### src/tt_pkg.sv
// Package for the text terminal writer: screen geometry, character codes,
// cell helpers and the command/status types shared by controller and datapath.
// No dependencies.
package tt_pkg;

  localparam int COLUMNS = 80;
  localparam int ROWS    = 25;
  localparam int CELLS   = COLUMNS * ROWS;
  localparam int ADDR_W  = $clog2(CELLS);
  localparam int PTR_W   = $clog2(CELLS + 1);

  localparam int COL_W   = 7;
  localparam int ROW_W   = 5;
  localparam int CHAR_W  = 8;
  localparam int ATTR_W  = 8;
  localparam int CELL_W  = CHAR_W + ATTR_W;

  localparam logic [1:0] MODE_PUT   = 2'd0;
  localparam logic [1:0] MODE_READ  = 2'd1;
  localparam logic [1:0] MODE_SET   = 2'd2;
  localparam logic [1:0] MODE_CLEAR = 2'd3;

  localparam logic [CHAR_W-1:0] CH_NEWLINE   = 8'd10;
  localparam logic [CHAR_W-1:0] CH_BACKSPACE = 8'd8;
  localparam logic [CHAR_W-1:0] CH_DELETE    = 8'd127;
  localparam logic [CHAR_W-1:0] CH_SPACE     = 8'd32;

  localparam logic [ATTR_W-1:0] ATTR_RESET = 8'h07;
  localparam logic [CELL_W-1:0] CELL_RESET = 16'h0720;

  localparam logic [COL_W-1:0] COL_LAST = COL_W'(COLUMNS - 1);
  localparam logic [ROW_W-1:0] ROW_LAST = ROW_W'(ROWS - 1);

  // What the latched request asks for.
  typedef enum logic [2:0] {
    K_PRINT,
    K_NEWLINE,
    K_BACKSPACE,
    K_DELETE,
    K_READ,
    K_READ_NONE,
    K_SET,
    K_CLEAR
  } kind_t;

  typedef enum logic [3:0] {
    S_INIT,
    S_INIT_FILL,
    S_IDLE,
    S_EXEC,
    S_READ_WAIT,
    S_MOVE_RD,
    S_MOVE_WR,
    S_FILL,
    S_DONE
  } state_t;

  typedef struct packed {
    logic accept;
    logic exec;
    logic rd_capture;
    logic move_rd;
    logic move_wr;
    logic fill_wr;
    logic init_setup;
    logic load_out;
  } tt_cmd_t;

  typedef struct packed {
    kind_t kind;
    logic  scroll_needed;
    logic  move_done;
    logic  fill_done;
    logic  out_free;
  } tt_status_t;

  function automatic logic [PTR_W-1:0] cell_addr(input logic [ROW_W-1:0] r,
                                                 input logic [COL_W-1:0] c);
    cell_addr = PTR_W'(PTR_W'(r) * PTR_W'(COLUMNS)) + PTR_W'(c);
  endfunction

endpackage

### src/tt_ctrl.sv
// Controller state machine of the text terminal writer.
// Depends on tt_pkg; drives the datapath through tt_cmd_t and reads tt_status_t.
module tt_ctrl
  import tt_pkg::*;
(
  input  logic       clk,
  input  logic       rst,
  input  logic       in_valid,
  output logic       in_ready,
  input  tt_status_t status,
  output tt_cmd_t    cmd
);

  state_t state, state_next;

  always_ff @(posedge clk) begin
    if (rst) begin
      state <= S_INIT;
    end else begin
      state <= state_next;
    end
  end

  always_comb begin
    state_next = state;
    cmd        = '0;
    in_ready   = 1'b0;
    unique case (state)
      S_INIT: begin
        cmd.init_setup = 1'b1;
        state_next     = S_INIT_FILL;
      end
      S_INIT_FILL: begin
        if (status.fill_done) begin
          state_next = S_IDLE;
        end else begin
          cmd.fill_wr = 1'b1;
        end
      end
      S_IDLE: begin
        in_ready = 1'b1;
        if (in_valid) begin
          cmd.accept = 1'b1;
          state_next = S_EXEC;
        end
      end
      S_EXEC: begin
        cmd.exec = 1'b1;
        unique case (status.kind) inside
          K_READ: state_next = S_READ_WAIT;
          K_DELETE, K_CLEAR: state_next = S_MOVE_RD;
          K_PRINT, K_NEWLINE: state_next = status.scroll_needed ? S_MOVE_RD : S_DONE;
          default: state_next = S_DONE;
        endcase
      end
      S_READ_WAIT: begin
        cmd.rd_capture = 1'b1;
        state_next     = S_DONE;
      end
      S_MOVE_RD: begin
        if (status.move_done) begin
          state_next = S_FILL;
        end else begin
          cmd.move_rd = 1'b1;
          state_next  = S_MOVE_WR;
        end
      end
      S_MOVE_WR: begin
        cmd.move_wr = 1'b1;
        state_next  = S_MOVE_RD;
      end
      S_FILL: begin
        if (status.fill_done) begin
          state_next = S_DONE;
        end else begin
          cmd.fill_wr = 1'b1;
        end
      end
      S_DONE: begin
        // Wait until the output register is free or being emptied.
        if (status.out_free) begin
          cmd.load_out = 1'b1;
          state_next   = S_IDLE;
        end
      end
      default: state_next = S_INIT;
    endcase
  end

endmodule

### config.mk
export PLATFORM = sky130hd
export DESIGN_NAME = tt_ctrl
export DESIGN_NICKNAME = d
export VERILOG_FILES = /design/src/tt_pkg.sv /design/src/tt_ctrl.sv
export SDC_FILE = /design/constraint.sdc
export NUM_CORES = 1
export LEC_CHECK = 0
export ABC_AREA = 1
export BUFFER_PORTS_ARGS = -buffer_cell sky130_fd_sc_hd__clkbuf_2
export CAP_MARGIN = 20
export CORE_AREA = 3 3 40 42
export DETAILED_ROUTE_END_ITERATION = 6
export DIE_AREA = 0 0 43 45
export SYNTH_ARGS = -nofsm -noshare
export SYNTH_HDL_FRONTEND = slang
export SYNTH_SLANG_ARGS = --single-unit
### constraint.sdc
create_clock -name clk -period 1.1 [get_ports clk]
set_input_delay 0.165 -clock clk [delete_from_list [all_inputs] [get_ports clk]]
set_output_delay 0.165 -clock clk [all_outputs]
set_load 0.02 [all_outputs]
==> results.toml, run 1 <==
[final_layout]
final_nets = 123
finalInstanceArea_um2 = 876
regMostFlops = "state"
n_antenna_cell = 0
largest_reg_flops = 4
syn2layout_area_growth_pct = 102
drive_above_1_share_pct = 70.3
largest_registers = "state: 4 flops"

[route]
routedWlPerCell_um = 11.4
wirelength_met1_um = 621
wl_met2_um = 727
drtIter0Drc = 13
wirelength_um = 1440
ant_nets = 0
routed_via_density = 4.77
top_layer = "met4"
num_vias = 601
drtPass1Iterations = 4
route.detailed.drc = 0
met3_length_um = 54

[setup_path]
start_kind = "flip-flop"
worstPathArrival_ps = 1150
crit_fanout = 5
end_kind = "output port"
worstSetupPathType = "flip-flop to output port"
worstPathRequired_ps = 940

[global_routing]
antenna_found_initial = 0
gr-usage-all-layers_pct = 15.2
overflow = 0
grt_max_degree = 8
grt_pass1_wl_um = 2190
grt_pass1_vias = 551

[sta]
slew_viol_final = 0
max_slew.worst_pin.slew_ps = 174
finalHoldViolCount = 0
finalClockSkew_ps = 3.77
relSlewSlack_pct = 88.4
setup_viol = 13
setup_slack_ps = -216
fin_crit_sh_pct = 120
rsz0062_at_grt = "yes"
fin_crit_ps = 1320
fmax_mhz = 760

[clock_tree]
cts.sinks = 4
clk_pin_slew_ps = 40
clock_latency_ps = 230
tritoncts = "yes"
cts_buffers = 3
clockBufferDepth = 2
hold_buffers = 0
htreeDepth = 1
root_buffer = "clkbuf_4"

[placed_design]
gp_congestion = 0.772
io_buffers = 18
hpwl_um = 932
placed_area_um2 = 576

[outcome]
status = "finished, violations left"
violations = "negative setup slack"

[pwr]
p_per_area_mw_per_mm2 = 1890
power_leakage_nw = 0.436
swShare_pct = 49.0
ir_drop_v = 0.00137
p_int_uw = 845
p_comb_share_pct = 68.6
power.switching_uw = 811
fin_total_pwr_mw = 1.66
p_seq_share_pct = 20.5
power_frac_clock_pct = 10.9

[floorplan]
die_height_um = 45
die_area_mm2 = 0.00194
pin_count = 19
start_util_pct = 33.7
die_x_um = 43
std_cell_rows = 13
coreArea_mm2 = 0.00128

[job]
drv_cap = 0

[min_path]
hold_class = "input port to flip-flop"

[logic_synthesis]
ys_warn_count = 0
synth_seq_cells = 4
yosysUniqueCellTypes = 17
synth.yosys.seq_area_share_pct = 18.5
synthCells = 78
avgSynthCellArea_um2 = 5.55
netlist_area_um2 = 433
syn-num-nets = 88
## layout make-up
type                       instances  area (µm²)
fill                             109         409
tap                               15        18.8
timing repair buffer              30         262
clock buffer                       3        22.5
sequential                         4        95.1
inverter                          16        70.1
multi-input combinational         58         408
## final timing paths
check	from	endpoint	slack, ps	cells past startpoint
worst max-delay path	state[0]$_SDFFE_PP0P_	cmd[7]	-220	5
worst min register to register	state[1]$_SDFFE_PP0P_	state[1]$_SDFFE_PP0P_	610	2
worst max register to register	state[0]$_SDFFE_PP0P_	state[3]$_SDFFE_PP0P_	-130	8
worst min-delay path	rst	state[3]$_SDFFE_PP0P_	150	2
## cells in the mapped netlist, drive strengths merged
master	n	area share, %
a21oi	3	4.3
dfxtp	4	18
inv	16	14
nand2	26	25
nand3	8	13
nand4	1	1.4
nor2	16	20
nor3	1	1.2
o21ai	3	3.5
## critical path, stage by stage (launching register included)
cell and delay, ps:
dfxtp_4 370, buf_6 130, nor2_4 80, nand2_2 80
nor2_2 100, clkbuf_8 150
## through the flow
step | cells | TNS [ps] | utilization, % | setup WS [ps] | hold WS, ps
6_report | 126 | -1920 | 68.2 | -216 | 152
3_3_place_gp | 114 | -629 | 44.8 | -112 | 383
5_1_grt | 126 | -2800 | 68.2 | -274 | 171
4_1_cts | 124 | -1990 | 62.1 | -218 | 126
2_1_floorplan | 78 | 0 | - | 0.382 | 227
3_5_place_dp | 114 | -681 | 44.8 | -121 | 382
## placed cells by master, fill, tap and decap left out, types with 4 or more instances in the layout
| master | Yosys | layout |
|---|---|---|
| buf_4 | 0 | 10 |
| clkbuf_2 | 0 | 9 |
| clkbuf_4 | 0 | 4 |
| clkbuf_8 | 0 | 4 |
| dfxtp_4 | 0 | 4 |
| inv_1 | 14 | 9 |
| inv_4 | 0 | 4 |
| nand2_1 | 24 | 16 |
| nand2_2 | 1 | 9 |
| nand3_2 | 3 | 7 |
| nor2_1 | 10 | 4 |
| nor2_4 | 2 | 9 |
## kinds of logic (layout without fill, tap and decap cells)
| kind of cell | Yosys count | after routing | synth area share [%] |
|---|---|---|---|
| AOI/OAI and AO/OA | 6 | 6 | 7.80 |
| buffers and inverters | 16 | 49 | 13.9 |
| DFF | 4 | 4 | 18.5 |
| and+or+nand+nor | 52 | 52 | 59.8 |
## power groups by stage
| stage | sequential, mW | combinational (mW) | clock [mW] |
|---|---|---|---|
| final | 0.340 | 1.14 | 0.180 |
| after global routing | 0.350 | 1.23 | 0.195 |
| after CTS | 0.321 | 0.968 | 0.188 |
| after detailed placement | 0.272 | 0.679 | 0 |
| after global placement | 0.273 | 0.678 | 0 |
| after floorplan | 0.255 | 0.512 | 0 |
## per-layer routing
layer	up-vias	GRT usage, %
li1	312	-
met1	273	18.3
met2	12	25.7
met3	4	3.59
met4	0	7.23
met5	-	0
## what timing repair did
item,4_1_cts,5_1_grt
pin swaps,11,14
endpoints found under the setup margin,13,13
hold endpoints to repair,0,0
gates resized for setup,45,20
buffers inserted,7,2
Power figures use the tool's default switching activity.
==> run 2: changes to the inputs <==
--- a/config.mk
+++ b/config.mk
@@ -8,9 +8,12 @@
 export ABC_AREA = 1
 export BUFFER_PORTS_ARGS = -buffer_cell sky130_fd_sc_hd__clkbuf_2
 export CAP_MARGIN = 20
-export CORE_AREA = 3 3 40 42
+export CELL_PAD_IN_SITES_DETAIL_PLACEMENT = 1
+export CELL_PAD_IN_SITES_GLOBAL_PLACEMENT = 1
+export CORE_MARGIN = 3
+export CORE_UTILIZATION = 28
 export DETAILED_ROUTE_END_ITERATION = 6
-export DIE_AREA = 0 0 43 45
+export PLACE_DENSITY_LB_ADDON = 0.1
 export SYNTH_ARGS = -nofsm -noshare
 export SYNTH_HDL_FRONTEND = slang
 export SYNTH_SLANG_ARGS = --single-unit
==> run 2 against run 1 <==
- the flow still finishes with violations (negative setup slack)
- sequential share of layout area rose by 0.61 points
- highest routed layer unchanged
- utilization fell by 8.2 points
- setup slack got worse by 28 ps
- total power rose by 0.29%
- routed wire length rose by 27%
==> results.toml, run 2 (synthesis results as in run 1) <==
[outcome]
status = "finished, violations left"
violations = "negative setup slack"

[final_layout]
largest_reg_flops = 4
drive_above_1_share_pct = 60.4
final_cells = 126
fillCellCount = 193
final_util_pct = 60.0
syn2layout_area_growth_pct = 91.6
regMostFlops = "state"
final_nets = 123
final_common_cell = "nand2_1"
n_antenna_cell = 0
final_cell_mix = "nand2_1 (21), inv_1 (10), nor2_4 (9), clkbuf_2 (9), buf_4 (9)"
largest_registers = "state: 4 flops"

[floorplan]
coreArea_mm2 = 0.00138
die_area_mm2 = 0.00205
pin_count = 19
start_util_pct = 31.3
die_height_um = 45.3
die_x_um = 45.3
std_cell_rows = 13

[pwr]
power_leakage_nw = 0.430
ir_drop_v = 0.00120
p_per_area_mw_per_mm2 = 2000
fin_total_pwr_mw = 1.66

[setup_path]
path_buf_inv = 2
crit_fanout = 7
ff2ff_path_depth = 8
crit_slowest_cell = "dfxtp_4"
worstPathArrival_ps = 1180
worstSetupPathType = "flip-flop to output port"
reg2reg_slack_ps = -210
crit_chain = "buf_4 -> nand3_2 -> nor2_4 -> buf_6"
worstPathRequired_ps = 940
cp_top_family = "flip-flops"
crit_path_max_incr_delay_ps = 420
startpoint = "state[1]$_SDFFE_PP0P_"
r2r_end = "state[0]$_SDFFE_PP0P_"
start_kind = "flip-flop"
r2r-start = "state[2]$_SDFFE_PP0P_"
end_kind = "output port"

[sta]
fin_crit_ps = 1340
fin_crit_sh_pct = 122
relSlewSlack_pct = 80.2
slew_viol_final = 0
fmax_mhz = 744
finalClockSkew_ps = 1.25
max_slew.worst_pin.slew_ps = 293
rsz0062_at_grt = "yes"
setup_viol = 13
tns_ps = -2390
setup_slack_ps = -244
finalHoldViolCount = 0
hold_ws_ps = 134

[clock_tree]
cts.sinks = 4
cts_buffers = 3
clk_pin_slew_ps = 40
clockBufferDepth = 2
root_buffer = "clkbuf_4"
hold_buffers = 0
htreeDepth = 1
tritoncts = "yes"
clock_latency_ps = 240

[global_routing]
grt_max_degree = 8
grt_pass1_vias = 660
overflow = 0
antenna_found_initial = 0
grt_pass1_wl_um = 2990
gr-usage-all-layers_pct = 20.9

[placed_design]
place_inst = 115
gp_congestion = 0.750
hpwl_um = 1160
io_buffers = 18

[job]
drv_cap = 0

[min_path]
holdPathStages = 2
hold_class = "input port to flip-flop"
min_from = "rst"
holdPathEnd = "state[1]$_SDFFE_PP0P_"

[route]
num_vias = 590
routed_via_density = 4.68
ant_nets = 0
wirelength_um = 1830
route.detailed.drc = 0
drtPass1Iterations = 1
routedWlPerCell_um = 14.5
drtIter0Drc = 0
==> run 2: where the power goes <==
part	switching, mW	internal (mW)	total (mW)
registers	0.132	0.209	0.341
clock network	0.0645	0.122	0.187
logic	0.623	0.509	1.13
total	0.820	0.841	1.66
==> run 2: per-stage QoR <==
step / instance area (µm²) / worst slack, ps
global route: 830 / -310
finish: 830 / -244
floorplan: 444 / 0.382
detailed placement: 583 / -144
CTS: 787 / -224
global placement: 583 / -128
==> run 2: cell type report <==
type	instances	area (µm²)	share of cell area, %
timing repair buffer	30	251	30.3
clock buffer	3	22.5	2.71
tap	15	18.8	2.26
inverter	16	70.1	8.45
sequential	4	95.1	11.5
multi-input combinational	58	372	44.8
==> run 2: repair_timing <==
action	CTS	global route
pin swaps	10	6
buffers inserted	7	2
gates resized for setup	40	13
endpoints found under the setup margin	13	13
==> run 2: worst max path at each step <==
stage,end,slack [ps],cells past startpoint
floorplan,state[1]$_SDFFE_PP0P_,0.4,7
global placement,cmd[7],-130,5
detailed placement,cmd[7],-140,5
CTS,cmd[7],-220,5
global route,state[0]$_SDFFE_PP0P_,-310,8
finish,cmd[3],-240,4
==> run 2: worst reg2reg max path, stage by stage, from the launching register on <==
cell,delay (ps)
dfxtp_4,370
nor2_4,200
inv_2,80
nor2_4,120
buf_4,120
nand2_1,50
nand3_1,90
nand2_1,80
a21oi_2,120
==> run 2: per-layer routing <==
| metal | vias to the layer above | global-route usage, % | share of wire, % |
|---|---|---|---|
| met2 | 13 | 35.6 | 54 |
| met4 | 0 | 13.5 | 2.0 |
| met5 | - | 0 | 0 |
| met1 | 268 | 24.2 | 42 |
| li1 | 305 | - | - |
| met3 | 4 | 2.39 | 2.5 |
==> run 3: changes to the inputs <==
==> constraint.sdc (replaced) <==
create_clock -name clk -period 1.1 [get_ports clk]
set_input_delay 0.33 -clock clk [delete_from_list [all_inputs] [get_ports clk]]
set_output_delay 0.33 -clock clk [all_outputs]
set_load 0.02 [all_outputs]
==> run 3 against run 2 <==
- area after synthesis is the same
- the flow now stops in global routing
- synthesized cell count is the same
==> results.toml, run 3 <==
[placed_design]
hpwl_um = 1300
place_inst = 121
gp_congestion = 0.762
io_buffers = 18
placed_area_um2 = 664

[clock_tree]
htreeDepth = 1
hold_buffers = 0
clockBufferDepth = 2
root_buffer = "clkbuf_4"
cts_buffers = 3
cts.sinks = 4

[sta]
crit_endpoint = "cmd[7]"
worstEpCategory = "output port"

[outcome]
status = "did not finish"
firstError = "[ERROR DPL-0033] detailed placement checks failed during check placement."
failing_step = "global routing"

[logic_synthesis]
netlist_area_um2 = 433
synthDominantAreaCellType = "nand2_1"
yosysUniqueCellTypes = 17
avgSynthCellArea_um2 = 5.55
synth.yosys.seq_area_share_pct = 18.5
synth_edf_count = 0
synth_seq_cells = 4
synth_most_common_cell = "nand2_1"
yosys-top-cells-area = "nand2_1 (21%), dfxtp_1 (18%), inv_1 (12%)"
synth_top_area_share_pct = 20.8
async_reset_ff_share_pct = 0
syn-num-nets = 88
synth_common_cells = "nand2_1 (24), inv_1 (14), nor2_1 (10)"
synthFlopType = "dfxtp_1"
synthCells = 78
ys_warn_count = 0

[floorplan]
die_height_um = 45.3
start_util_pct = 31.3
die_x_um = 45.3
std_cell_rows = 13
pin_count = 19

[global_routing]
antenna_found_initial = 0
grt_max_degree = 8
## run 3: cell counts after synthesis
No cell type changed its count.
## run 3: cells by family after synthesis
family	after synthesis	share of synthesized area, %
buf+inv	16	13.9
simple gates	52	59.8
flops	4	18.5
compound gates	6	7.80
## run 3: what timing repair did
action | in CTS
setup endpoints to repair | 13
buffers inserted | 10
pin swaps | 11
gates resized for setup | 40
## run 3: per-stage QoR
stage               hold WS [ps]  setup WS (ps)
floorplan                    383          -81.3
global placement             537           -193
detailed placement           545           -246
CTS                          298           -407
==> run 4: changes to the inputs <==
==> config.mk (replaced) <==
export PLATFORM = sky130hd
export DESIGN_NAME = tt_ctrl
export DESIGN_NICKNAME = d
export VERILOG_FILES = /design/src/tt_pkg.sv /design/src/tt_ctrl.sv
export SDC_FILE = /design/constraint.sdc
export NUM_CORES = 1
export LEC_CHECK = 0
export ABC_AREA = 1
export BUFFER_PORTS_ARGS = -buffer_cell sky130_fd_sc_hd__clkbuf_2
export CAP_MARGIN = 20
export CORE_AREA = 3 3 64 66
export DETAILED_ROUTE_END_ITERATION = 6
export DIE_AREA = 0 0 67 69
export PLACE_DENSITY_LB_ADDON = 0.15
export SYNTH_ARGS = -nofsm -noshare
export SYNTH_HDL_FRONTEND = slang
export SYNTH_SLANG_ARGS = --single-unit
==> run 4 against run 3 <==
- the flow now finishes, with violations (negative setup slack)
==> results.toml, run 4 (synthesis results as in run 1) <==
[clock_tree]
clockBufferDepth = 2
root_buffer = "clkbuf_8"
clk_pin_slew_ps = 30
clock_latency_ps = 220
cts_buffers = 3
cts.sinks = 4
htreeDepth = 1
tritoncts = "yes"

[sta]
setup_viol = 13
fin_crit_sh_pct = 133
fin_crit_ps = 1460
finalHoldViolCount = 0
tns_ps = -3510
rsz0062_at_grt = "yes"
setup_slack_ps = -358
finalClockSkew_ps = 3.17
max_slew.worst_pin.slew_ps = 197
relSlewSlack_pct = 86.9
slew_viol_final = 0
fmax_mhz = 686

[global_routing]
grt_max_degree = 8
gr-usage-all-layers_pct = 7.16
overflow = 0
antenna_found_initial = 0
grt_pass1_wl_um = 2570
grt_pass1_vias = 609

[placed_design]
io_buffers = 18
place_ws_ps = -205
gp_congestion = 0.713
hpwl_um = 1230

[route]
drtPass1Iterations = 2
routedWlPerCell_um = 9.36
wirelength_um = 1550
route.detailed.drc = 0
routed_via_density = 3.70
ant_nets = 0
drtIter0Drc = 18
num_vias = 614

[setup_path]
path_buf_inv = 1
worstSetupPathType = "flip-flop to output port"
crit_chain = "nor2_4 -> nand2_2 -> nor2_2 -> clkbuf_8"
worstPathRequired_ps = 770
ff2ff_path_depth = 8
crit_slowest_cell = "dfxtp_4"
end_kind = "output port"
crit_path_max_incr_delay_ps = 360
cp.depth = 4
crit_fanout = 6
cp_top_family = "simple AND/OR/NAND/NOR gates"
start_kind = "flip-flop"
worstPathArrival_ps = 1130

[pwr]
power.switching_uw = 825
power_leakage_nw = 0.473
p_comb_share_pct = 66.0
ir_drop_v = 0.000369
p_seq_share_pct = 18.0
swShare_pct = 43.2
p_int_mw = 1.09
p_per_area_mw_per_mm2 = 1930
power_frac_clock_pct = 16.1

[floorplan]
start_util_pct = 11.9
die_x_um = 67
die_height_um = 69
std_cell_rows = 22
coreArea_mm2 = 0.00363
die_area_mm2 = 0.00462
pin_count = 19

[final_layout]
fillCellCount = 433
regMostFlops = "state"
n_antenna_cell = 0
final_nets = 130
largest_reg_flops = 4
largest_registers = "state: 4 flops"
seq_area_um2 = 95.1
drive_above_1_share_pct = 69.5
final_cell_mix = "nand2_1 (16), buf_4 (16), nor2_4 (10)"
multi_input_area_um2 = 402
syn2layout_area_growth_pct = 129

[min_path]
holdPathStages = 2
hold_class = "input port to flip-flop"

[outcome]
violations = "negative setup slack"
status = "finished, violations left"

[job]
drv_cap = 0
## run 4: area by class of cell
class,count,area share (%)
sequential,4,9.60
inverter,16,6.82
multi-input combinational,58,40.5
tap,48,6.06
clock buffer,3,4.17
timing repair buffer,37,32.8
## run 4: power by group through the flow
stage                     clock network [mW]  logic (mW)  registers (mW)
after floorplan                            0       0.544           0.294
after global placement                     0       0.843           0.315
after detailed placement                   0       0.840           0.315
after CTS                              0.317        1.11           0.340
after global routing                   0.327        1.39           0.353
final                                  0.307        1.26           0.343
## run 4: worst paths after layout
check,from,end,slack [ps]
setup reg to reg,state[3]$_SDFFE_PP0P_,state[1]$_SDFFE_PP0P_,-280
setup / recovery,state[3]$_SDFFE_PP0P_,cmd[7],-360
hold reg to reg,state[1]$_SDFFE_PP0P_,state[1]$_SDFFE_PP0P_,590
hold / removal,rst,state[1]$_SDFFE_PP0P_,330
## run 4: what timing repair did
action	CTS	global route
resized for setup	33	20
pin swaps	9	9
setup endpoints to repair	13	13
buffers inserted	6	4
hold buffers	0	0
## run 4: per-layer routing
layer	track usage (%)	vias to the layer above	wire, µm
li1	-	319	-
met1	9.02	281	616
met2	11.0	12	858
met3	1.95	2	67
met4	3.38	0	12
met5	0	-	0
## run 4: worst reg2reg max path, cell delays in order, from the launching register on
cell     delay (ps)
dfxtp_4         360
nor2_4          200
nand2_2         110
buf_4           140
buf_4           120
buf_4           120
nand4_1          80
nand2_1          80
a21oi_2         120
## run 4: through the flow
stage                     utilization (%)  instance area (µm²)  total power, mW  std cells  hold slack [ps]
after detailed placement             19.6                  713             1.16        155              549
after global routing                 27.3                  991             2.07        166              330
after global placement               19.6                  713             1.16        155              551
after CTS                            25.2                  917             1.77        164              320
final                                27.3                  991             1.91        166              331
after floorplan                         -                  480            0.838         78              383
